$ cat src/hdl/ndd_ram.sv
// ============================================================================
// ndd_ram: generic single-port-write, registered-read RAM
// One write port, one read port, read data registered.
// ============================================================================
module ndd_ram #(
    parameter int unsigned WIDTH = 32,
    parameter int unsigned DEPTH = 16
) (
    input  logic                     aclk,
    input  logic                     we,
    input  logic [$clog2(DEPTH)-1:0] waddr,
    input  logic [WIDTH-1:0]         wdata,
    input  logic [$clog2(DEPTH)-1:0] raddr,
    output logic [WIDTH-1:0]         rdata
);

    logic [WIDTH-1:0] mem [DEPTH];

    always_ff @(posedge aclk) begin
        if (we) begin
            mem[waddr] <= wdata;
        end
        rdata <= mem[raddr];
    end

endmodule

$ cat config.mk
export PLATFORM = sky130hd
export DESIGN_NAME = ndd_ram
export DESIGN_NICKNAME = d
export VERILOG_FILES = /design/src/hdl/ndd_ram.sv
export SDC_FILE = /design/constraint.sdc
export NUM_CORES = 1
export LEC_CHECK = 0
export BUFFER_PORTS_ARGS = -buffer_cell sky130_fd_sc_hd__buf_2
export CORE_MARGIN = 2
export CORE_UTILIZATION = 47
export DETAILED_ROUTE_END_ITERATION = 6
export PLACE_DENSITY = 0.67
export SLEW_MARGIN = 20
export SYNTH_ARGS = -nofsm -noshare
export SYNTH_HDL_FRONTEND = slang
export SYNTH_SLANG_ARGS = --single-unit
export TNS_END_PERCENT = 5
$ cat constraint.sdc
create_clock -name aclk -period 8.7 [get_ports aclk]
set_clock_uncertainty 0.1 [all_clocks]
set_input_delay 0.435 -clock aclk [delete_from_list [all_inputs] [get_ports aclk]]
set_output_delay 0.435 -clock aclk [all_outputs]
set_load 0.005 [all_outputs]
-- Yosys cells after proc, flatten, opt, wreduce, memory -nomap -nowiden
Memories as Yosys holds them, arrays and structs flattened. A register that Yosys moved wholly into a read port is not among the register bits.
Index checks and enable logic that the tools add are counted.
Widths: inputs -> output; s select.
- output and inout bits: 32
- memories: 1
- bits in registers: 0
- memory bits (writable): 512
- bits of input ports: 42
- memory list (name ; depth ; width ; read ports ; clocked after Yosys merged registers in ; wr ports ; line ; RTL):
    mem ; 16 ; 32 ; 1 ; 1 ; 1 ; 17 ; logic [WIDTH-1:0] mem [DEPTH];
- muxes and demuxes: 2
- operator list (cell ; number):
    $mux 1 ; 2

-- Longest topological paths before layout
- word-level depth: 2
- mapped depth: 5

-- Worst setup path after synthesis
No wires, ideal clock.
- path kind: input -> register
- from: in waddr[2]
- to: mem mem[0][0], enable pin
- required time: 8.139 ns
- cell stages on the path: 2
- setup slack: 4.985 ns
- arrival time: 3.153 ns
- buffers on the path: 0
- cell sequence: or3b_2 nor3_1
- RTL lines (element ; line ; RTL):
    start: declaration ; 11 ; input logic [$clog2(DEPTH)-1:0] waddr,
    end: declaration ; 17 ;
Straight into the memory's write port.

==> flow_metrics.tcl <==
set metrics [dict create \
    syn_nets 880 \
    avgRoutedWirePerCell_um 26.2 \
    clock-sinks 544 \
    ys_top_cells_by_area "edfxtp_1, mux4_2, dfxtp_1" \
    end_kind "flip-flop" \
    synth_area_per_cell_um2 23.7 \
    rows 75 \
    yosys.cell_count.top_type "edfxtp_1" \
    cellLeakagePower_nw 7.22 \
    initial_utilization_pct 47.4 \
    gp_congestion 0.695 \
    die_y_um 210 \
    synth_area_leader_cell "edfxtp_1" \
    synth-seq-area-share_pct 80.7 \
    place_hpwl_um 19700 \
    drive_gt1_share_pct 31.6 \
    cts_setup_buffers 0 \
    r2r_setup_slack_ns 7.27 \
    dp.cells 1429 \
    die_width_um 210 \
    rsz0062_at_grt "no" \
    layout.cells.non_filler 1524 \
    core-area_mm2 0.0419 \
    drtAntennaViolNets 0 \
    critical_path_class "input port to flip-flop" \
    grt_pass1_wl_um 60100 \
    syn_inst 838 \
    drc_errors 0 \
    root_buffer "clkbuf_16" \
    cts_resized 0 \
    critPathLaunchType "input port" \
    synth_edf_count 512 \
    maxCapViolCount 0 \
    cts_made_buffers 52 \
    routed_via_density 5.84 \
    layout.nets 986 \
    critPathMaxFanout 68 \
    status "complete, no violations" \
    cts_hold_buf 0 \
    hold_viol 0 \
    clockBufferDepth 3 \
    synth_cell_types 18 \
    met1_length_um 16700 \
    async_reset_ff_share_pct 0 \
    fmax_ghz 0.396 \
    tns_ns 0 \
    drv_slew 0 \
    die_area_mm2 0.0439 \
    vias 8902 \
    yosys-top-cells-count "edfxtp_1, mux4_2, a22oi_1" \
    relSlewSlack_pct 27.8 \
    final.period_utilization_pct 29.0 \
    areaGrowthSynthToFinish_pct 13.7 \
    arrival_ns 2.87 \
    placed_cell_area_mm2 0.0210 \
    routed_wl_um 40000 \
    clkTransAtPathRegs_ns 0.06 \
    highest_layer "met5" \
    grt_max_degree 69 \
    power_density_mw_per_mm2 234 \
    post-route-util_pct 53.9 \
    setup_viol 0 \
    wl_met3_um 2870 \
    fin_area_mm2 0.0226 \
    htree_levels 2 \
    required_ns 9.04 \
    ys_warn_count 0 \
    io_buffers 73 \
    grt-ovfl-total 0 \
    synth-main-ff-cell "edfxtp_1" \
    synth_area_mm2 0.0199 \
    hold_path.class "input port to flip-flop" \
    io_pins 74 \
    track_usage_pct 18.8 \
    synth_seq_cells 544 \
    clk_latency_ns 0.56 \
    dr.pass1.iters 5 \
    tightest_slew_ns 1.08 \
    peakVddDrop_mv 0.123 \
    power.total_mw 5.29 \
    nFillCells 3104 \
    antenna_found_initial 3 \
    layout_min_cycle_time_ns 2.53 \
    grt_pass1_vias 9169 \
    wl_met2_um 19700 \
    drtIter0Drc 893 \
    yosysTopAreaCellShare_pct 77.4 \
    cts_tree "yes" \
]
per-layer routing:
layer	global-route usage, %	vias up
li1	-	3779
met3	3.44	60
met2	30.4	301
met4	4.30	4
met5	0	-
met1	26.9	4758
flip-flops by register name (all words and copies together), names as in the netlist:
name / count
mem: 512
rdata: 32
worst max-delay path: stages:
cell	delay, ns
buf_4	0.68
buf_4	0.89
mux4_2	0.43
a22oi_1	0.25
nand2_1	0.09
power by group:
part	total [mW]	internal (mW)	switching, mW
Sequential	2.95	2.93	0.0182
Combinational	0.244	0.102	0.142
Clock	2.10	1.21	0.889
layout make-up:
type	instances	area (um^2)	share of cell area, %
clock buffer	72	1450	6.41
timing repair buffer	95	542	2.40
clock inverter	22	146	0.648
multi-input combinational	251	3750	16.6
sequential	544	16000	70.9
tap	539	674	2.99
antenna	1	2.50	0.0111
final timing paths:
check / startpoint / cells past startpoint / end
min: wdata[20] / 1 / mem[11][20]
max reg2reg: mem[3][22] / 3 / rdata[22]
max: raddr[1] / 5 / rdata[5]
min reg2reg: mem[14][6] / 3 / rdata[6]
cells by family (layout without fill, tap and decap cells):
kind of cell | Yosys count | count (layout) | share of synthesized area [%]
other cells | 0 | 1 | 0
mux | 128 | 128 | 14.5
compound gates | 64 | 64 | 2.42
buf+inv | 43 | 189 | 1.12
flops | 544 | 544 | 80.7
simple gates | 59 | 59 | 1.27
cell usage in the layout, fill, tap and decap left out, types with 4 or more instances in the layout:
| master | instances |
|---|---|
| mux4_2 | 128 |
| clkbuf_8 | 6 |
| a22oi_1 | 64 |
| clkbuf_1 | 14 |
| dfxtp_1 | 32 |
| clkinv_1 | 13 |
| nor2_4 | 13 |
| nor3_2 | 4 |
| edfxtp_1 | 512 |
| clkbuf_16 | 53 |
| nand2_1 | 33 |
| buf_2 | 71 |
| clkinv_2 | 6 |
| buf_4 | 23 |
stage by stage:
stage,setup WS (ns),hold WS (ns)
final,6.17,0.148
after detailed placement,5.59,0.554
after global placement,5.60,0.549
after CTS,6.17,0.122
after floorplan,4.99,0.434
after global routing,6.04,0.145
Note: power is estimated with default switching activity, not from simulation.
