--- config.mk ---
export PLATFORM = sky130hd
export DESIGN_NAME = ndd_datapath
export DESIGN_NICKNAME = d
export VERILOG_FILES = /design/src/hdl/ndd_pkg.sv /design/src/hdl/ndd_datapath.sv
export SDC_FILE = /design/constraint.sdc
export NUM_CORES = 2
export LEC_CHECK = 0
export BUFFER_PORTS_ARGS = -buffer_cell sky130_fd_sc_hd__buf_2
export CORE_UTILIZATION = 25
export DETAILED_ROUTE_END_ITERATION = 8
export PLACE_DENSITY_LB_ADDON = 0.3
export SLEW_MARGIN = 20
export SYNTH_ARGS = -nofsm -noshare
export SYNTH_HDL_FRONTEND = slang
export SYNTH_SLANG_ARGS = --single-unit
export TNS_END_PERCENT = 5
--- constraint.sdc ---
create_clock -name aclk -period 20.4 [get_ports aclk]
set_clock_uncertainty 0.1 [all_clocks]
set_input_delay 5.1 -clock aclk [delete_from_list [all_inputs] [get_ports aclk]]
set_output_delay 5.1 -clock aclk [all_outputs]
set_load 0.005 [all_outputs]
--- src/hdl/ndd_pkg.sv ---
// ============================================================================
// ndd_pkg: shared types and constants for the divided-difference interpolator
// Holds the controller/datapath command and status structs and Q16.16 limits.
// ============================================================================
package ndd_pkg;

    localparam int unsigned NDD_MAX_POINTS = 16;
    localparam int unsigned RESULT_LIMIT   = 16;
    localparam int unsigned QW             = 32;

    localparam logic signed [31:0] Q_MAX = 32'sh7fffffff;
    localparam logic signed [31:0] Q_MIN = 32'sh80000000;
    localparam logic signed [31:0] Q_ONE = 32'sh00010000;

    typedef enum logic [3:0] {
        DOP_NONE   = 4'd0,
        DOP_DIV    = 4'd1,
        DOP_XTERM  = 4'd2,
        DOP_TERM   = 4'd3,
        DOP_FIRST  = 4'd4
    } dp_op_t;

    typedef struct packed {
        logic   start;
        dp_op_t op;
    } dp_cmd_t;

    typedef struct packed {
        logic busy;
        logic zero_den;
    } dp_sts_t;

    function automatic logic signed [31:0] sat32(input logic signed [40:0] v);
        if (v > 41'sh0007fffffff) begin
            return Q_MAX;
        end else if (v < -41'sh00080000000) begin
            return Q_MIN;
        end else begin
            return v[31:0];
        end
    endfunction

    function automatic logic signed [31:0] signed_from(input logic [63:0] m,
                                                       input logic neg);
        logic [32:0] lim;
        lim = (m > 64'h7fffffff) ? 33'h080000000 : {1'b0, m[31:0]};
        if (neg) begin
            return (lim >= 33'h080000000) ? Q_MIN : -$signed(lim[31:0]);
        end else begin
            return (lim >= 33'h080000000) ? Q_MAX : $signed(lim[31:0]);
        end
    endfunction

endpackage

--- src/hdl/ndd_datapath.sv ---
// ============================================================================
// ndd_datapath: arithmetic unit of the interpolator
// Serial restoring divider for the divided differences and a two-step
// multiplier for the Newton form evaluation.
// ============================================================================
module ndd_datapath
    import ndd_pkg::*;
(
    input  logic               aclk,
    input  logic               aresetn,
    input  dp_cmd_t            cmd,
    input  logic signed [31:0] opa_hi,   // numerator minuend / xterm
    input  logic signed [31:0] opa_lo,   // numerator subtrahend / query
    input  logic signed [31:0] opb_hi,   // denominator minuend / abscissa / previous estimate
    input  logic signed [31:0] opb_lo,   // denominator subtrahend / coef
    output dp_sts_t            sts,
    output logic signed [31:0] result
);

    // divider, multiplier and result state
    logic [48:0] rem_reg, rem_next;
    logic [48:0] num_reg, num_next;
    logic [32:0] den_reg, den_next;
    logic [48:0] quo_reg, quo_next;
    logic [5:0]  cnt_reg, cnt_next;
    logic        neg_reg, neg_next;
    logic        busy_reg, busy_next;
    logic        zden_reg, zden_next;
    logic [1:0]  mstep_reg, mstep_next;
    logic [63:0] prod_reg, prod_next;
    logic signed [31:0] res_reg, res_next;
    dp_op_t      op_reg, op_next;

    logic signed [32:0] n33, d33;
    logic [32:0]        un, ud;
    logic [49:0]        trial;
    logic [48:0]        shifted;
    logic [31:0]        ma, mb;
    logic [63:0]        rnd;
    logic signed [40:0] sum41;

    assign n33 = 33'(opa_hi) - 33'(opa_lo);
    assign d33 = 33'(opb_hi) - 33'(opb_lo);
    assign un  = n33[32] ? 33'(-n33) : 33'(n33);
    assign ud  = d33[32] ? 33'(-d33) : 33'(d33);

    // Multiply operands: xterm step uses sat(query - x), term step uses coef.
    assign ma  = opa_hi[31] ? 32'(-opa_hi) : 32'(opa_hi);
    always_comb begin
        logic signed [32:0] dq;
        logic signed [31:0] s;
        dq = 33'(opa_lo) - 33'(opb_hi);
        s  = sat32(41'(dq));
        if (op_reg == DOP_XTERM) begin
            mb = s[31] ? 32'(-s) : 32'(s);
        end else begin
            mb = opb_lo[31] ? 32'(-opb_lo) : 32'(opb_lo);
        end
    end
    assign rnd = (prod_reg + 64'd32768) >> 16;

    assign shifted = {rem_reg[47:0], num_reg[48]};
    assign trial   = {1'b0, shifted} - {17'd0, den_reg};
    assign sum41   = 41'(opb_hi) + 41'(signed_from(rnd, neg_reg));

    always_comb begin
        rem_next   = rem_reg;
        num_next   = num_reg;
        den_next   = den_reg;
        quo_next   = quo_reg;
        cnt_next   = cnt_reg;
        neg_next   = neg_reg;
        busy_next  = busy_reg;
        zden_next  = 1'b0;
        mstep_next = mstep_reg;
        prod_next  = prod_reg;
        res_next   = res_reg;
        op_next    = op_reg;
        if (cmd.start) begin
            op_next   = cmd.op;
            busy_next = 1'b1;
            case (cmd.op)
                DOP_DIV: begin
                    if (ud == 33'd0) begin
                        res_next  = '0;
                        zden_next = 1'b1;
                        busy_next = 1'b0;
                    end else begin
                        // numerator scaled by 2^16 plus half the divisor
                        num_next = {un, 16'd0} + 49'(ud >> 1);
                        den_next = ud;
                        rem_next = '0;
                        quo_next = '0;
                        cnt_next = 6'd49;
                        neg_next = n33[32] ^ d33[32];
                    end
                end
                DOP_XTERM, DOP_TERM: begin
                    mstep_next = 2'd1;
                end
                default: begin
                    busy_next = 1'b0;
                end
            endcase
        end else if (busy_reg) begin
            case (op_reg)
                DOP_DIV: begin
                    if (!trial[49]) begin
                        rem_next = trial[48:0];
                        quo_next = {quo_reg[47:0], 1'b1};
                    end else begin
                        rem_next = shifted;
                        quo_next = {quo_reg[47:0], 1'b0};
                    end
                    num_next = {num_reg[47:0], 1'b0};
                    cnt_next = cnt_reg - 6'd1;
                    if (cnt_reg == 6'd1) begin
                        busy_next = 1'b0;
                        res_next  = signed_from(64'(quo_next), neg_reg);
                    end
                end
                DOP_XTERM, DOP_TERM: begin
                    if (mstep_reg == 2'd1) begin
                        prod_next  = 64'(ma) * 64'(mb);
                        neg_next   = (opa_hi[31] ^ ((op_reg == DOP_XTERM)
                                     ? (opa_lo < opb_hi) : opb_lo[31]))
                                     && (ma != 0) && (mb != 0);
                        mstep_next = 2'd2;
                    end else begin
                        if (op_reg == DOP_XTERM) begin
                            res_next = signed_from(rnd, neg_reg);
                        end else begin
                            res_next = sat32(sum41);
                        end
                        busy_next  = 1'b0;
                        mstep_next = 2'd0;
                    end
                end
                default: busy_next = 1'b0;
            endcase
        end
    end

    always_ff @(posedge aclk) begin
        if (!aresetn) begin
            busy_reg  <= 1'b0;
            zden_reg  <= 1'b0;
            mstep_reg <= 2'd0;
            cnt_reg   <= '0;
            op_reg    <= DOP_NONE;
        end else begin
            busy_reg  <= busy_next;
            zden_reg  <= zden_next;
            mstep_reg <= mstep_next;
            cnt_reg   <= cnt_next;
            op_reg    <= op_next;
        end
        rem_reg  <= rem_next;
        num_reg  <= num_next;
        den_reg  <= den_next;
        quo_reg  <= quo_next;
        neg_reg  <= neg_next;
        prod_reg <= prod_next;
        res_reg  <= res_next;
    end

    assign sts.busy     = busy_reg;
    assign sts.zero_den = zden_reg;
    assign result       = res_reg;

endmodule

# Word-level counts from Yosys, hierarchy flattened
# Index checks and enable logic that the tools add are counted.
# word_totals
register_bits,289
latch_bits,0
ram_bits,0
rom_bits,0
input_bits,135
output_inout_bits,34
word_cells,143
n_memories,0
# classes
n_addsub,15
multipliers,1
n_div,0
magnitude_cmp,9
n_eq_ne,14
shift,0
n_mux,69
bitwise_logic,4
n_reduce_logical,19
# ops
operator,n
32-bit 2-to-1 mux,23
48-bit 2-to-1 mux,9
49-bit 2-to-1 mux,8
32-bit negation,5
32-bit by 32-bit subtractor with 33-bit output,3
33-bit by 32-bit > comparator with 1-bit output (second input constant),2
33-bit by 32-bit < comparator with 1-bit output (second input constant),2
33-bit 2-to-1 mux,2
33-bit negation,2
64-bit by 16-bit adder with 64-bit output (second input constant),1
32-bit greater-or-equal comparator (second input constant),2
32-bit by 32-bit multiplier with 64-bit output,1
32-bit one-hot mux with 2 select lines,1
32-bit nonzero test,2
49-bit by 33-bit subtractor with 50-bit output,1
49-bit by 32-bit adder with 49-bit output,1
49-bit by 31-bit > comparator with 1-bit output (second input constant),1
48-bit by 31-bit > comparator with 1-bit output (second input constant),1
32-bit by 32-bit adder with 33-bit output,1
33-bit zero test,1
32-bit < comparator,1
6-bit 2-to-1 mux,5
4-bit by 2-bit == test with 1-bit output (second input constant),4
1-bit 2-to-1 mux,14
19 further kinds,38

# Depth between registers and ports, before layout
# logic_depth
depth_word,15
mapped_depth,52
ltp_nobuf,48

# Worst setup path before layout
# OpenSTA, ideal clock, no wires.
# synth_path
path_type,input port to flip-flop
startpoint,input opb_hi[13]
endpoint,"register prod_reg[56], data pin"
arrival_ps,16553
required_time_ps,20034
slack_ps,3481
cell_stages,50
n_path_buf,6
cell_sequence,inv_1 ha_1 clkbuf_1 nand4_1 or4_1 nand2b_1 o21ai_1 a21o_1 buf_2 a22o_1 buf_2 nor2_1 nor2_1 ha_1 buf_1 nand3_1 a2bb2oi_2 a311o_1 (+14 left out) inv_1 fa_1 inv_1 ha_1 a21o_1 a21o_1 a21oi_1 o21ai_0 a21o_1 a221oi_1 o21ai_0 a221oi_1 nor2_1 a211oi_1 o21a_1 o21ai_1 a311oi_1 a21oi_1
# synth_via
elab_chain_cells,8
elab_cells_between_ends,9
classes_between,2 x add/sub; 1 x mul; 2 x order compare; 4 x mux
# synth_rtl
item,line_no,text
"start, declared",ndd_datapath.sv:14,"input logic signed [31:0] opb_hi,"
32-bit by 32-bit subtractor with 33-bit output *,ndd_datapath.sv:52,dq = 33'(opa_lo) - 33'(opb_hi);
33-bit by 32-bit < comparator with 1-bit output,ndd_pkg.sv:36,end else if (v < -41'sh00080000000) begin
32-bit 2-to-1 mux,ndd_pkg.sv:36,
32-bit 2-to-1 mux *,ndd_pkg.sv:34,if (v > 41'sh0007fffffff) begin
32-bit negation,ndd_datapath.sv:55,mb = s[31] ? 32'(-s) : 32'(s);
32-bit 2-to-1 mux *,ndd_datapath.sv:55,
32-bit 2-to-1 mux *,ndd_datapath.sv:54,if (op_reg == DOP_XTERM) begin
32-bit by 32-bit multiplier with 64-bit output *,ndd_datapath.sv:124,prod_next = 64'(ma) * 64'(mb);
"end signal, assigned",ndd_datapath.sv:163,prod_reg <= prod_next;
"end, declared",ndd_datapath.sv:30,"logic [63:0] prod_reg, prod_next;"
# Mark *: on every way between the ends. The rest lies on a longest branch, timed or not.
# A chain may end at the register's enable or synchronous reset.

# Worst setup path after layout
# layout_path
startpoint,input opb_hi[13]
endpoint,"register prod_reg[59], data pin"
# Same word-level chain as after synthesis.

==> results_dict.tcl <==
set metrics [dict create \
    status "finished, final reports clean" \
    clockRootBuffer "clkbuf_16" \
    synth_top_area_cell "fa_1" \
    rsz0062_at_grt "no" \
    crit_path_top_delay_cell "a2111oi_0" \
    synth_cells 7519 \
    synth_seq_cells 274 \
    grt_start_max_net_pins 78 \
    clock_latency_ns 0.59 \
    antenna_left 0 \
    core_sq_um 248400 \
    cpPeakStageDelay_ns 0.71 \
    fin_setup_tns_ns 0 \
    cts_sinks 274 \
    antenna_found_initial 40 \
    start_kind "input pin" \
    worstPathMaxFanout 17 \
    cts_setup_buffers 0 \
    regArea_sq_um 8088 \
    htree_num_levels 2 \
    syn_to_final_growth_pct 10.75 \
    slew_viol_final 0 \
    place_congestion 0.9503 \
    crit_type "in -> reg" \
    die_area_sq_um 251700 \
    fillerInstances 26718 \
    wl_per_cell_um 23.95 \
    tightest_slew_ns 1.256 \
    numPortBuffers 168 \
    rows 183 \
    synthArstFlopShare 0 \
    clkSlewWorstSetupHoldPaths_ns 0.06 \
    clock_path_buffers 3 \
    hold_buffers 0 \
    ys_seq_area_frac 0.1296 \
    finalSetupViolCount 0 \
    fin_crit_sh 0.9223 \
    cp-end-kind "flop" \
    hold_viol_final 0 \
    synth-main-ff-cell "edfxtp_1" \
    path_common_cell "fa_1" \
    synth_nets 9003 \
    ys_types 102 \
    min_path_type "reg -> reg" \
    grt_use_total 0.2048 \
    yosys_warnings 0 \
    die_w_um 501.7 \
    cap_violations 0 \
    grt_pass1_wl_um 379500 \
    nNetsFinal 9017 \
    synth-edff-count 260 \
    ctsResizeCount 0 \
    vias 56092 \
    synth.top_cell.area_share 0.2890 \
    crit_arrival_ns 19.03 \
    floorplan.initialDensity 0.2513 \
    cts_made_buffers 36 \
    relSlewSlack 0.1625 \
    firstDrtPassIters 6 \
    cp_data_required_time_ns 20.62 \
    avgViaCountPerCell 5.138 \
    dp_hpwl_um 207700 \
    yosys-top-cells-area "fa_1 29%, edfxtp_1 13%, ha_1 9.0%" \
    grt_pass1_vias 55769 \
    grt.overflow.total 0 \
    period_needed_ns 18.82 \
    drtIter0Drc 4974 \
    fp.dieH_um 501.7 \
    io_pins 169 \
    cp_top_family "adder cells" \
    cts_tree "yes" \
    post-route-drc-count 0 \
    drive_gt1_frac 0.07302 \
    max_freq_ghz 0.05315 \
    multi_input_area_sq_um 49020 \
    syn-cell-area_sq_um 62420 \
    crit_buf_inv 8 \
    synth.avg_cell_area_sq_um 8.302 \
    wl_um 261400 \
]
==> worst min-delay path, stage by stage (launching register included) <==
cell and delay, ns:
dfxtp_1 0.33, nand2_1 0.06, mux2i_1 0.06
==> cell usage in the layout, fill, tap and decap left out, drive strengths merged, types with 71 or more instances in the layout <==
cell type  synthesis  final
edfxtp           260    260
nor3             128    128
xor2             122    122
a21o             134    134
inv             1242   1245
nor2             766    766
xnor2            284    284
ha               448    448
o21ai            276    276
and2              71     71
nand2            831    831
a21oi            356    356
fa               901    901
nor2b             97     97
nand3            114    114
buf               30    319
==> worst paths after layout <==
| path | slack, ns | start | cells past startpoint | endpoint |
|---|---|---|---|---|
| worst max-delay path | 1.58 | opb_hi[13] | 44 | prod_reg[59]$_DFFE_PP_ |
| worst max register to register | 8.42 | op_reg[0]$_SDFFE_PN0P_ | 35 | prod_reg[59]$_DFFE_PP_ |
| worst min-delay path | 0.41 | cnt_reg[0]$_SDFFE_PN0P_ | 2 | cnt_reg[0]$_SDFFE_PN0P_ |
| worst min register to register | 0.41 | cnt_reg[0]$_SDFFE_PN0P_ | 2 | cnt_reg[0]$_SDFFE_PN0P_ |
==> area by class of cell <==
type,instances,share of cell area
Tap cell,3330,0.06027
Timing Repair Buffer,319,0.02865
Inverter,1242,0.06743
Multi-Input combinational cell,5660,0.7090
Clock inverter,21,0.003203
Clock buffer,44,0.01347
Antenna cell,27,0.0009773
Sequential cell,274,0.1170
==> through the flow <==
stage               hold WS [ns]  cells  instance area, sq um  worst slack, ns    util
floorplan                 0.3650   7519                 62420            3.481       -
global placement          0.3905  10825                 67870            1.042  0.2732
detailed placement        0.4038  10825                 67880            1.123  0.2732
CTS                       0.4158  10890                 69040            1.724  0.2779
global route              0.4587  10905                 69100           0.7739  0.2782
finish                    0.4096  10917                 69130            1.585  0.2783
==> cells by family after synthesis <==
| logic type | share of synthesized area |
|---|---|
| AND/OR/NAND/NOR | 0.1833 |
| adder cells (fa/ha/maj) | 0.3788 |
| multiplexers | 0.01231 |
| buffers and inverters | 0.09575 |
| AO/OA/AOI/OAI | 0.1434 |
| XOR/XNOR | 0.05697 |
| flip-flops | 0.1296 |
==> cells in the mapped netlist (all sizes together), types with 59 or more instances <==
library cell and number:
inv 1242, fa 901, nand2 831, nor2 766, ha 448, a21oi 356, clkbuf 313, xnor2 284
o21ai 276, edfxtp 260, a21o 134, nor3 128, xor2 122, nand3 114, nor2b 97, and2 71
nand2b 69, and3 67, nand4 67, o21a 65, nor4 63, a31oi 61, or3 61, a211oi 59
==> per-layer routing <==
metal	vias to the layer above	share of wire	GRT usage
met4	4	0.053	0.1021
li1	24793	-	-
met3	491	0.075	0.03576
met5	-	0.000092	0
met2	2236	0.46	0.3261
met1	28568	0.42	0.2660
Power is left out: the tool's default activity adds up to more than one toggle a clock period on the data nets, which glitch-free logic cannot reach.
