==> config.mk <==
export PLATFORM = sky130hd
export DESIGN_NAME = ndd_ctrl
export DESIGN_NICKNAME = d
export VERILOG_FILES = /design/src/hdl/ndd_pkg.sv /design/src/hdl/ndd_ctrl.sv
export SDC_FILE = /design/constraint.sdc
export NUM_CORES = 1
export LEC_CHECK = 0
export BUFFER_PORTS_ARGS = -buffer_cell sky130_fd_sc_hd__buf_2
export CELL_PAD_IN_SITES_DETAIL_PLACEMENT = 0
export CELL_PAD_IN_SITES_GLOBAL_PLACEMENT = 1
export CORE_MARGIN = 4
export CORE_UTILIZATION = 25
export DETAILED_ROUTE_END_ITERATION = 7
export PLACE_DENSITY = 0.66
export SLEW_MARGIN = 20
export SYNTH_ARGS = -nofsm -noshare
export SYNTH_HDL_FRONTEND = slang
export SYNTH_SLANG_ARGS = --single-unit
==> constraint.sdc <==
create_clock -name aclk -period 4.4 [get_ports aclk]
set_input_delay 1.32 -clock aclk [delete_from_list [all_inputs] [get_ports aclk]]
set_output_delay 1.32 -clock aclk [all_outputs]
set_load 0.005 [all_outputs]
==> src/hdl/ndd_pkg.sv <==
// ============================================================================
// ndd_pkg: shared types and constants for the divided-difference interpolator
// Holds the controller/datapath command and status structs and Q16.16 limits.
// ============================================================================
package ndd_pkg;

    localparam int unsigned NDD_MAX_POINTS = 16;
    localparam int unsigned RESULT_LIMIT   = 16;
    localparam int unsigned QW             = 32;

    localparam logic signed [31:0] Q_MAX = 32'sh7fffffff;
    localparam logic signed [31:0] Q_MIN = 32'sh80000000;
    localparam logic signed [31:0] Q_ONE = 32'sh00010000;

    typedef enum logic [3:0] {
        DOP_NONE   = 4'd0,
        DOP_DIV    = 4'd1,
        DOP_XTERM  = 4'd2,
        DOP_TERM   = 4'd3,
        DOP_FIRST  = 4'd4
    } dp_op_t;

    typedef struct packed {
        logic   start;
        dp_op_t op;
    } dp_cmd_t;

    typedef struct packed {
        logic busy;
        logic zero_den;
    } dp_sts_t;

    function automatic logic signed [31:0] sat32(input logic signed [40:0] v);
        if (v > 41'sh0007fffffff) begin
            return Q_MAX;
        end else if (v < -41'sh00080000000) begin
            return Q_MIN;
        end else begin
            return v[31:0];
        end
    endfunction

    function automatic logic signed [31:0] signed_from(input logic [63:0] m,
                                                       input logic neg);
        logic [32:0] lim;
        lim = (m > 64'h7fffffff) ? 33'h080000000 : {1'b0, m[31:0]};
        if (neg) begin
            return (lim >= 33'h080000000) ? Q_MIN : -$signed(lim[31:0]);
        end else begin
            return (lim >= 33'h080000000) ? Q_MAX : $signed(lim[31:0]);
        end
    endfunction

endpackage

==> src/hdl/ndd_ctrl.sv <==
// ============================================================================
// ndd_ctrl: sequencer of the interpolator
// Loads points, walks the divided-difference triangle, then evaluates the
// Newton form order by order and hands results to the output register.
// ============================================================================
module ndd_ctrl
    import ndd_pkg::*;
#(
    parameter int unsigned MAX_POINTS = NDD_MAX_POINTS
) (
    input  logic                          aclk,
    input  logic                          aresetn,
    input  logic                          in_fire,
    input  logic                          in_last,
    input  logic signed [31:0]            in_query,
    output logic                          in_ready,
    // store access
    output logic                          x_we,
    output logic                          d_we,
    output logic [$clog2(MAX_POINTS)-1:0] waddr,
    output logic                          wsel_dp,
    output logic [$clog2(MAX_POINTS)-1:0] x_raddr,
    output logic [$clog2(MAX_POINTS)-1:0] d_raddr,
    input  logic signed [31:0]            x_rdata,
    input  logic signed [31:0]            d_rdata,
    // datapath
    output dp_cmd_t                       cmd,
    output logic signed [31:0]            opa_hi,
    output logic signed [31:0]            opa_lo,
    output logic signed [31:0]            opb_hi,
    output logic signed [31:0]            opb_lo,
    input  dp_sts_t                       sts,
    input  logic signed [31:0]            dp_result,
    // result register
    output logic                          out_load,
    output logic [3:0]                    out_order,
    output logic signed [31:0]            out_est,
    output logic signed [31:0]            out_change,
    output logic                          out_error,
    output logic                          out_last,
    input  logic                          out_free
);

    localparam int unsigned AW = $clog2(MAX_POINTS);
    localparam int unsigned CW = $clog2(MAX_POINTS + 1);

    typedef enum logic [10:0] {
        ST_LOAD  = 11'b00000000001,
        ST_DRD   = 11'b00000000010,
        ST_DRD2  = 11'b00000000100,
        ST_DGO   = 11'b00000001000,
        ST_DWAIT = 11'b00000010000,
        ST_ERD   = 11'b00000100000,
        ST_ERD2  = 11'b00001000000,
        ST_XGO   = 11'b00010000000,
        ST_XWAIT = 11'b00100000000,
        ST_TGO   = 11'b01000000000,
        ST_EMIT  = 11'b10000000000
    } state_t;

    state_t             state_reg, state_next;
    logic [CW-1:0]      cnt_reg, cnt_next;
    logic [CW-1:0]      n_reg, n_next;
    logic [CW-1:0]      j_reg, j_next;
    logic [CW-1:0]      i_reg, i_next;
    logic               err_reg, err_next;
    logic signed [31:0] q_reg, q_next;
    logic signed [31:0] xt_reg, xt_next;
    logic signed [31:0] est_reg, est_next;
    logic signed [31:0] prev_reg, prev_next;
    logic signed [31:0] hi_reg, hi_next;   // d[i] first read
    logic signed [31:0] xa_reg, xa_next;   // x[i-1] during eval

    logic [CW-1:0] emit;
    assign emit = (32'(n_reg) < RESULT_LIMIT) ? n_reg : CW'(RESULT_LIMIT);

    assign in_ready = (state_reg == ST_LOAD);
    assign x_we     = in_fire && (cnt_reg < CW'(MAX_POINTS));
    assign waddr    = wsel_dp ? i_reg[AW-1:0] : cnt_reg[AW-1:0];

    always_comb begin
        state_next = state_reg;
        cnt_next   = cnt_reg;
        n_next     = n_reg;
        j_next     = j_reg;
        i_next     = i_reg;
        err_next   = err_reg;
        q_next     = q_reg;
        xt_next    = xt_reg;
        est_next   = est_reg;
        prev_next  = prev_reg;
        hi_next    = hi_reg;
        xa_next    = xa_reg;
        d_we       = x_we;
        wsel_dp    = 1'b0;
        x_raddr    = i_reg[AW-1:0];
        d_raddr    = i_reg[AW-1:0];
        cmd.start  = 1'b0;
        cmd.op     = DOP_NONE;
        opa_hi     = d_rdata;
        opa_lo     = d_rdata;
        opb_hi     = x_rdata;
        opb_lo     = x_rdata;
        out_load   = 1'b0;
        out_order  = 4'(i_reg);
        out_est    = est_reg;
        out_change = est_reg - prev_reg;
        out_error  = err_reg;
        out_last   = (i_reg + CW'(1)) == emit;
        case (state_reg)
            ST_LOAD: begin
                if (in_fire) begin
                    if (cnt_reg < CW'(MAX_POINTS)) begin
                        cnt_next = cnt_reg + CW'(1);
                    end
                    if (in_last) begin
                        q_next   = in_query;
                        n_next   = (cnt_reg < CW'(MAX_POINTS)) ? cnt_reg + CW'(1)
                                                                : cnt_reg;
                        cnt_next = '0;
                        err_next = 1'b0;
                        j_next   = CW'(1);
                        i_next   = n_next - CW'(1);
                        state_next = (n_next > CW'(1)) ? ST_DRD : ST_ERD;
                        if (n_next <= CW'(1)) begin
                            i_next = '0;
                        end
                    end
                end
            end
            ST_DRD: begin
                // read d[i], x[i]
                state_next = ST_DRD2;
            end
            ST_DRD2: begin
                hi_next = d_rdata;
                xa_next = x_rdata;
                d_raddr = AW'(i_reg - CW'(1));
                x_raddr = AW'(i_reg - j_reg);
                state_next = ST_DGO;
            end
            ST_DGO: begin
                d_raddr   = AW'(i_reg - CW'(1));
                x_raddr   = AW'(i_reg - j_reg);
                opa_hi    = hi_reg;
                opa_lo    = d_rdata;
                opb_hi    = xa_reg;
                opb_lo    = x_rdata;
                cmd.start = 1'b1;
                cmd.op    = DOP_DIV;
                state_next = ST_DWAIT;
            end
            ST_DWAIT: begin
                if (!sts.busy) begin
                    if (sts.zero_den) begin
                        err_next = 1'b1;
                    end
                    d_we    = 1'b1;
                    wsel_dp = 1'b1;
                    if (i_reg == j_reg) begin
                        if (j_reg + CW'(1) == n_reg) begin
                            i_next = '0;
                            state_next = ST_ERD;
                        end else begin
                            j_next = j_reg + CW'(1);
                            i_next = n_reg - CW'(1);
                            state_next = ST_DRD;
                        end
                    end else begin
                        i_next = i_reg - CW'(1);
                        state_next = ST_DRD;
                    end
                end
            end
            ST_ERD: begin
                // read d[i] and x[i-1]
                x_raddr = AW'(i_reg - CW'(1));
                state_next = ST_ERD2;
            end
            ST_ERD2: begin
                x_raddr = AW'(i_reg - CW'(1));
                hi_next = d_rdata;
                xa_next = x_rdata;
                if (i_reg == '0) begin
                    xt_next   = Q_ONE;
                    est_next  = d_rdata;
                    prev_next = d_rdata;
                    state_next = ST_EMIT;
                end else begin
                    state_next = ST_XGO;
                end
            end
            ST_XGO: begin
                opa_hi    = xt_reg;
                opa_lo    = q_reg;
                opb_hi    = xa_reg;
                cmd.start = 1'b1;
                cmd.op    = DOP_XTERM;
                state_next = ST_XWAIT;
            end
            ST_XWAIT: begin
                opa_hi = xt_reg;
                opa_lo = q_reg;
                opb_hi = xa_reg;
                if (!sts.busy) begin
                    xt_next    = dp_result;
                    state_next = ST_TGO;
                end
            end
            ST_TGO: begin
                opa_hi = xt_reg;
                opb_hi = prev_reg;
                opb_lo = hi_reg;
                if (!sts.busy && j_reg == '0) begin
                    cmd.start = 1'b1;
                    cmd.op    = DOP_TERM;
                    j_next    = CW'(1);
                end else if (!sts.busy) begin
                    est_next   = dp_result;
                    j_next     = '0;
                    state_next = ST_EMIT;
                end
            end
            ST_EMIT: begin
                out_change = (i_reg == '0) ? 32'sd0
                             : sat32(41'(est_reg) - 41'(prev_reg));
                if (out_free) begin
                    out_load  = 1'b1;
                    prev_next = est_reg;
                    j_next    = '0;
                    if (out_last) begin
                        state_next = ST_LOAD;
                    end else begin
                        i_next     = i_reg + CW'(1);
                        state_next = ST_ERD;
                    end
                end
            end
            default: state_next = ST_LOAD;
        endcase
    end

    always_ff @(posedge aclk) begin
        if (!aresetn) begin
            state_reg <= ST_LOAD;
            cnt_reg   <= '0;
            n_reg     <= '0;
            j_reg     <= '0;
            i_reg     <= '0;
            err_reg   <= 1'b0;
            q_reg     <= '0;
        end else begin
            state_reg <= state_next;
            cnt_reg   <= cnt_next;
            n_reg     <= n_next;
            j_reg     <= (state_next == ST_ERD && state_reg != ST_EMIT) ? '0 : j_next;
            i_reg     <= i_next;
            err_reg   <= err_next;
            q_reg     <= q_next;
        end
        xt_reg   <= xt_next;
        est_reg  <= est_next;
        prev_reg <= prev_next;
        hi_reg   <= hi_next;
        xa_reg   <= xa_next;
    end

`ifndef SYNTHESIS
    a_ready_only_load: assert property (@(posedge aclk) disable iff (!aresetn)
        in_ready |-> state_reg == ST_LOAD)
        else $error("input ready outside load");
    a_no_cmd_busy: assert property (@(posedge aclk) disable iff (!aresetn)
        cmd.start |=> sts.busy || sts.zero_den)
        else $error("command lost");
    a_count_bound: assert property (@(posedge aclk) disable iff (!aresetn)
        cnt_reg <= CW'(MAX_POINTS))
        else $error("point count overflow");
`endif

endmodule

# == Yosys cells after proc, flatten, opt, wreduce, memory -nomap -nowiden ==
# Index checks and enable logic that the tools add are counted.
# word_totals
word_cells,150
mem_count,0
ramBits,0
input_bits,135
output_inout_bits,220
romBits,0
latchBits,0
reg_bits,224
# op_classes
n_div,0
n_bitwise,1
n_reduce_logical,27
n_mux,66
n_eq_ne,29
n_mul,0
shifts,0
order_cmp,6
add_sub_neg,9
# ops
op,n
32-bit two-way mux,11
32-bit case mux with 2 select lines,5
11-bit case mux with 11 select lines,1
5-bit two-way mux,20
11-bit two-way mux,9
33-bit by 32-bit > comparator with 1-bit output (second input constant),1
33-bit by 32-bit < comparator with 1-bit output (second input constant),1
32-bit by 32-bit subtractor with 33-bit output,1
32-bit subtractor,1
5-bit case mux with 3 select lines,2
2-bit inequality test (second input constant),12
11-bit by 6-bit == test with 1-bit output (second input constant),2
5-bit case mux with 4 select lines,1
6-bit two-way mux,3
5-bit by 1-bit adder with 5-bit output (second input constant),3
5-bit == test,3
5-bit by 1-bit subtractor with 5-bit output (second input constant),3
11-bit by 1-bit == test with 1-bit output (second input constant),1
11-bit by 10-bit == test with 1-bit output (second input constant),1
11-bit == test (second input constant),1
11-bit by 2-bit == test with 1-bit output (second input constant),1
11-bit by 3-bit == test with 1-bit output (second input constant),1
11-bit by 4-bit == test with 1-bit output (second input constant),1
11-bit by 5-bit == test with 1-bit output (second input constant),1
other kinds (28),52

# == Logic depth before layout (Yosys ltp) ==
# depth
word_depth,10
ltp_mapped,12
ltp_nobuf,11

# == Worst setup path before layout ==
# Ideal clock, no wire load.
# synth_timing
path_kind,reg-to-output
startpoint,"register est_reg[25], in the netlist out_est[25]"
endpoint,output port out_change[29]
path_stages_with_launch,12
arrival_ns,2.698
setup_slack_ns,0.382
required_time_ns,3.080
n_path_buf,2
path_cell_list,edfxtp_1 -> ha_1 -> clkbuf_1 -> a21o_1 -> a211o_1 -> a211oi_1 -> nand2_1 -> o21ai_1 -> nand3b_1 -> a21oi_1 -> clkbuf_1 -> o21ai_0
# synth_between
elab_chain_len,6
word_cells_on_any_way,8
cone_classes,add/sub (2); order compare (2); mux (4)
# synth_lines
item,line_no,rtl
from (decl),ndd_ctrl.sv:69,"logic signed [31:0] est_reg, est_next;"
from (signal assigned),ndd_ctrl.sv:262,est_reg <= est_next;
32-bit by 32-bit subtractor with 33-bit output,ndd_ctrl.sv:226,: sat32(41'(est_reg) - 41'(prev_reg));
33-bit by 32-bit < comparator with 1-bit output,ndd_pkg.sv:36,end else if (v < -41'sh00080000000) begin
32-bit two-way mux,ndd_pkg.sv:36,
32-bit two-way mux,ndd_pkg.sv:34,if (v > 41'sh0007fffffff) begin
32-bit two-way mux,ndd_ctrl.sv:225,out_change = (i_reg == '0) ? 32'sd0
32-bit two-way mux *,ndd_ctrl.sv:110,case (state_reg)
to (decl),ndd_ctrl.sv:38,"output logic signed [31:0] out_change,"
# Mark *: on every way between the ends. The rest lies on a longest branch, timed or not.

# == Worst setup path in the final report ==
# layout_timing
startpoint,register prev_reg[0]
endpoint,output port out_change[30]
# layout_between
elab_chain_len,6
word_cells_on_any_way,8
cone_classes,add/sub (2); order compare (2); mux (4)
# layout_lines
item,line_no,rtl
from (decl),ndd_ctrl.sv:70,"logic signed [31:0] prev_reg, prev_next;"
from (signal assigned),ndd_ctrl.sv:263,prev_reg <= prev_next;
32-bit by 32-bit subtractor with 33-bit output,ndd_ctrl.sv:226,
33-bit by 32-bit < comparator with 1-bit output,ndd_pkg.sv:36,
32-bit two-way mux,ndd_pkg.sv:36,
32-bit two-way mux,ndd_pkg.sv:34,
32-bit two-way mux,ndd_ctrl.sv:225,
32-bit two-way mux *,ndd_ctrl.sv:110,
# Marked as above.

==> metrics.md <==
| Metric | Value |
|---|---|
| Final count of pins violating max slew | 0 |
| Min Hold Slack | between 0.4 and 0.5 ns |
| Global placement routability congestion | 0.8580 |
| Synth cell count leaders | 526 x nand2_1, 160 x edfxtp_1, 94 x a21oi_1, 82 x clkbuf_1, 65 x a22oi_1 |
| Peak supply drop | 0.2400 mV |
| Vias post-DR | 13143 |
| Ranking of synthesized cells by area | edfxtp_1 36%, nand2_1 15%, dfxtp_1 9.5% |
| Vias/cell | 4.855 |
| Synth unique cells | 74 |
| Most frequent cell after synthesis | nand2_1 |
| Worst setup path class | register to output pin |
| Overall die width | between 200 and 250 um |
| Final-report setup violation count | 32 |
| Final Net Count | approximately 2200 |
| Setup slack after layout | -0.3816 ns |
| Cell Rows | 85 |
| Synthesis Warnings | 0 |
| Post-CTS Hold Fix Bufs | 0 |
| CP peak stage delay | around 0.43 ns |
| Worst min-delay path category | register to register |
| CTS buffer count | 29 |
| Area occupied by multi-input gates | between 7000 and 8000 sq um |
| Initial antenna violation count | 7 |
| Final Hold Viols | 0 |
| I/O Pins | roughly 360 |
| Area growth from synthesis to layout | 36.95% |
| Leakage | between 8 and 9 nW |
| GR peak layer | met2 |
| Final ANT Viol Nets | 0 |
| Total gr overflow | 0 |
| F_max | between 0.2 and 0.25 GHz |
| Starting Density | 25.20% |
| Core area | 53710 sq um |
| Largest net degree at the start of global routing | 65 |
| Clk slew on worst S/H paths | 0.06 ns |
| Clock latency on the worst-skew pair | 0.57 ns |
| Clock Skew | approximately 0.030 ns |
| DRT Pass-1 Iters | 5 |
| FILL cells | 5615 |
| All-Layer GR Usage | 18.70% |
| DIE HEIGHT | 240.7 um |
| Top-area cell type share of the netlist area | between 30 and 40% |
| Clock root cell | clkbuf_16 |
| Failing checks | setup timing |
| Slowest cell on the critical path | edfxtp_1 |
| Critical path arrival | 3.46 ns |
| Synth Register Bits | around 220 |
| Maximum capacitance violations | 0 |
| Final WL | 58.08 mm |
| Clock H-tree levels | 1 |
| Met2 Use GR | 30.61% |
| Worst slew pin tran | 1.071 ns |
| M3 GR Usage | 4.399% |
| Worst setup EP type | output pin |
| Post-DP HPWL | 41.77 mm |
| Status | finished with violations |
| P per Cell Area | around 280 nW/um^2 |
| First-pass GRT wire length | about 82 mm |
| RSZ-0062 raised after global routing | yes |
| Startpoint types | register |
| I/O Buffers | 352 |
| Cells after Synth | 1579 |
| EDFF count, synth | 160 |
| Largest delay contributor family on the critical path | compound AO/OA/AOI/OAI gates |
| Mapped Area | 13530 sq um |
| Vias in the first global route | 12934 |
| Min Tclk post-route | 4.782 ns |
| Avg Cell Area, Syn | around 8.6 sq um |
| Count of buffer and inverter cells on the critical path | 2 |
| Overall power | roughly 5.3 mW |
| Area leader, netlist | edfxtp_1 |
| CTS tree | built |
| Met1 global-route usage | 25.10% |
| Storage cell area | just over 6000 sq um |
| DR DRC count | 0 |
| Ys async rst share | 0% |
| Maximum clock path buffer count | 3 |
| CP max FO | 2 |
| Slew margin rel. | between 20% and 30% |
| Share of cells above drive strength 1 | 33.60% |
| Initial drt markers | 829 |
| Predominant post-synthesis flop cell | edfxtp_1 |
| Critical Path RT | roughly 3.1 ns |
| Register area share after synthesis | 44.97% |
| Avg WL per Cell | 21.46 um |
| Die Area | around 58000 sq um |
| Fin crit share | 108.7% |
| Cell breakdown of the critical path | ha_4, fa_2, nand2b_4, a21o_1, a31o_4, o21a_1, o311ai_2, buf_4, o211ai_1, mux2_2, o31ai_4, buf_2 |
| Clock sinks | ~220 |
[path summary, 6_finish.rpt]
path,depth (start not counted),endpoint,start,slack (ns)
max reg2reg,10,i_reg[2]$_SDFFE_PN0P_,i_reg[1]$_SDFFE_PN0P_,1.18
min,2,q_reg[25]$_SDFFE_PN0P_,q_reg[25]$_SDFFE_PN0P_,0.45
max,12,out_change[30],prev_reg[0]$_DFFE_PP_,-0.38
min reg2reg,2,q_reg[25]$_SDFFE_PN0P_,q_reg[25]$_SDFFE_PN0P_,0.45
[timing repair]
item | CTS | global route
setup endpoints to repair | 98 | 117
setup buffers | 23 | 31
resized for setup | 85 | 85
pin swaps | 22 | 39
cloned | 6 | 5
[cell usage in the layout (no fill, tap or decap), drive strengths merged, types with 7 or more instances in the layout]
cell    synthesis  layout
nand2         526     526
buf            15     469
edfxtp        160     160
a21oi          95      95
a22oi          65      65
dfxtp          64      64
inv            57      58
nor2           56      57
o21ai          57      57
ha             44      44
clkbuf         82      41
mux2           37      37
and2           36      36
xnor2          33      33
xor2           29      29
nor3           19      19
nand2b         16      16
a21o           15      15
nand3          14      14
a31oi          14      14
a211oi         12      12
clkinv          0      10
nor2b           8       8
o21a            8       8
nand4           8       8
o211ai          7       7
and3            7       7
or4             7       7
o31ai           7       7
[through the flow]
step,instance area [sq um],setup WS [ns],setup TNS [ns],instances,util (%)
floorplan,13540,0.3817,0,1580,-
global placement,16370,-0.006859,-0.006859,2591,30.47
detailed placement,16370,-0.03678,-0.07937,2591,30.47
CTS,17860,-0.4653,-10.84,2670,33.26
global route,18530,-0.5217,-12.93,2705,34.50
finish,18530,-0.3816,-8.042,2707,34.51
[logic make-up after synthesis]
logic type,synth area share [%]
adders and majority gates,4.364
AOI/OAI and AO/OA,15.32
DFF,44.97
xor gates and xnor gates,4.013
muxes,3.301
buffers and inverters,4.530
and+or+nand+nor,23.47
other,0.02771
[power breakdown]
group	leakage, nW	internal (mW)	switching (mW)
Clock	0.435	1.34	0.942
Sequential	1.89	2.28	0.0360
Combinational	5.68	0.273	0.388
[worst register-to-register path, delay by kind of cell (launching register included)]
kind | cells | cell delay [ns]
AOI/OAI and AO/OA | 3 | 0.86
and+or+nand+nor | 3 | 0.83
DFF | 1 | 0.46
adders and majority gates | 1 | 0.42
buffers and inverters | 2 | 0.38
xor gates and xnor gates | 1 | 0.17
[area by class of cell]
class / instances / share of cell area [%]
repair buffers: 472 / 16.04
clock buffers: 38 / 4.152
well taps: 696 / 4.699
clock inverters: 14 / 0.6683
inverters: 57 / 1.154
flip-flops and latches: 224 / 32.84
diodes: 2 / 0.02700
multi-input cells: 1204 / 40.42
[metal layers]
layer / vias up / wire length (um)
met2: 414 / 27090
met5: - / 41
met3: 86 / 3955
met1: 6341 / 25370
met4: 6 / 1623
li1: 6296 / -
Power figures use the tool's default switching activity.
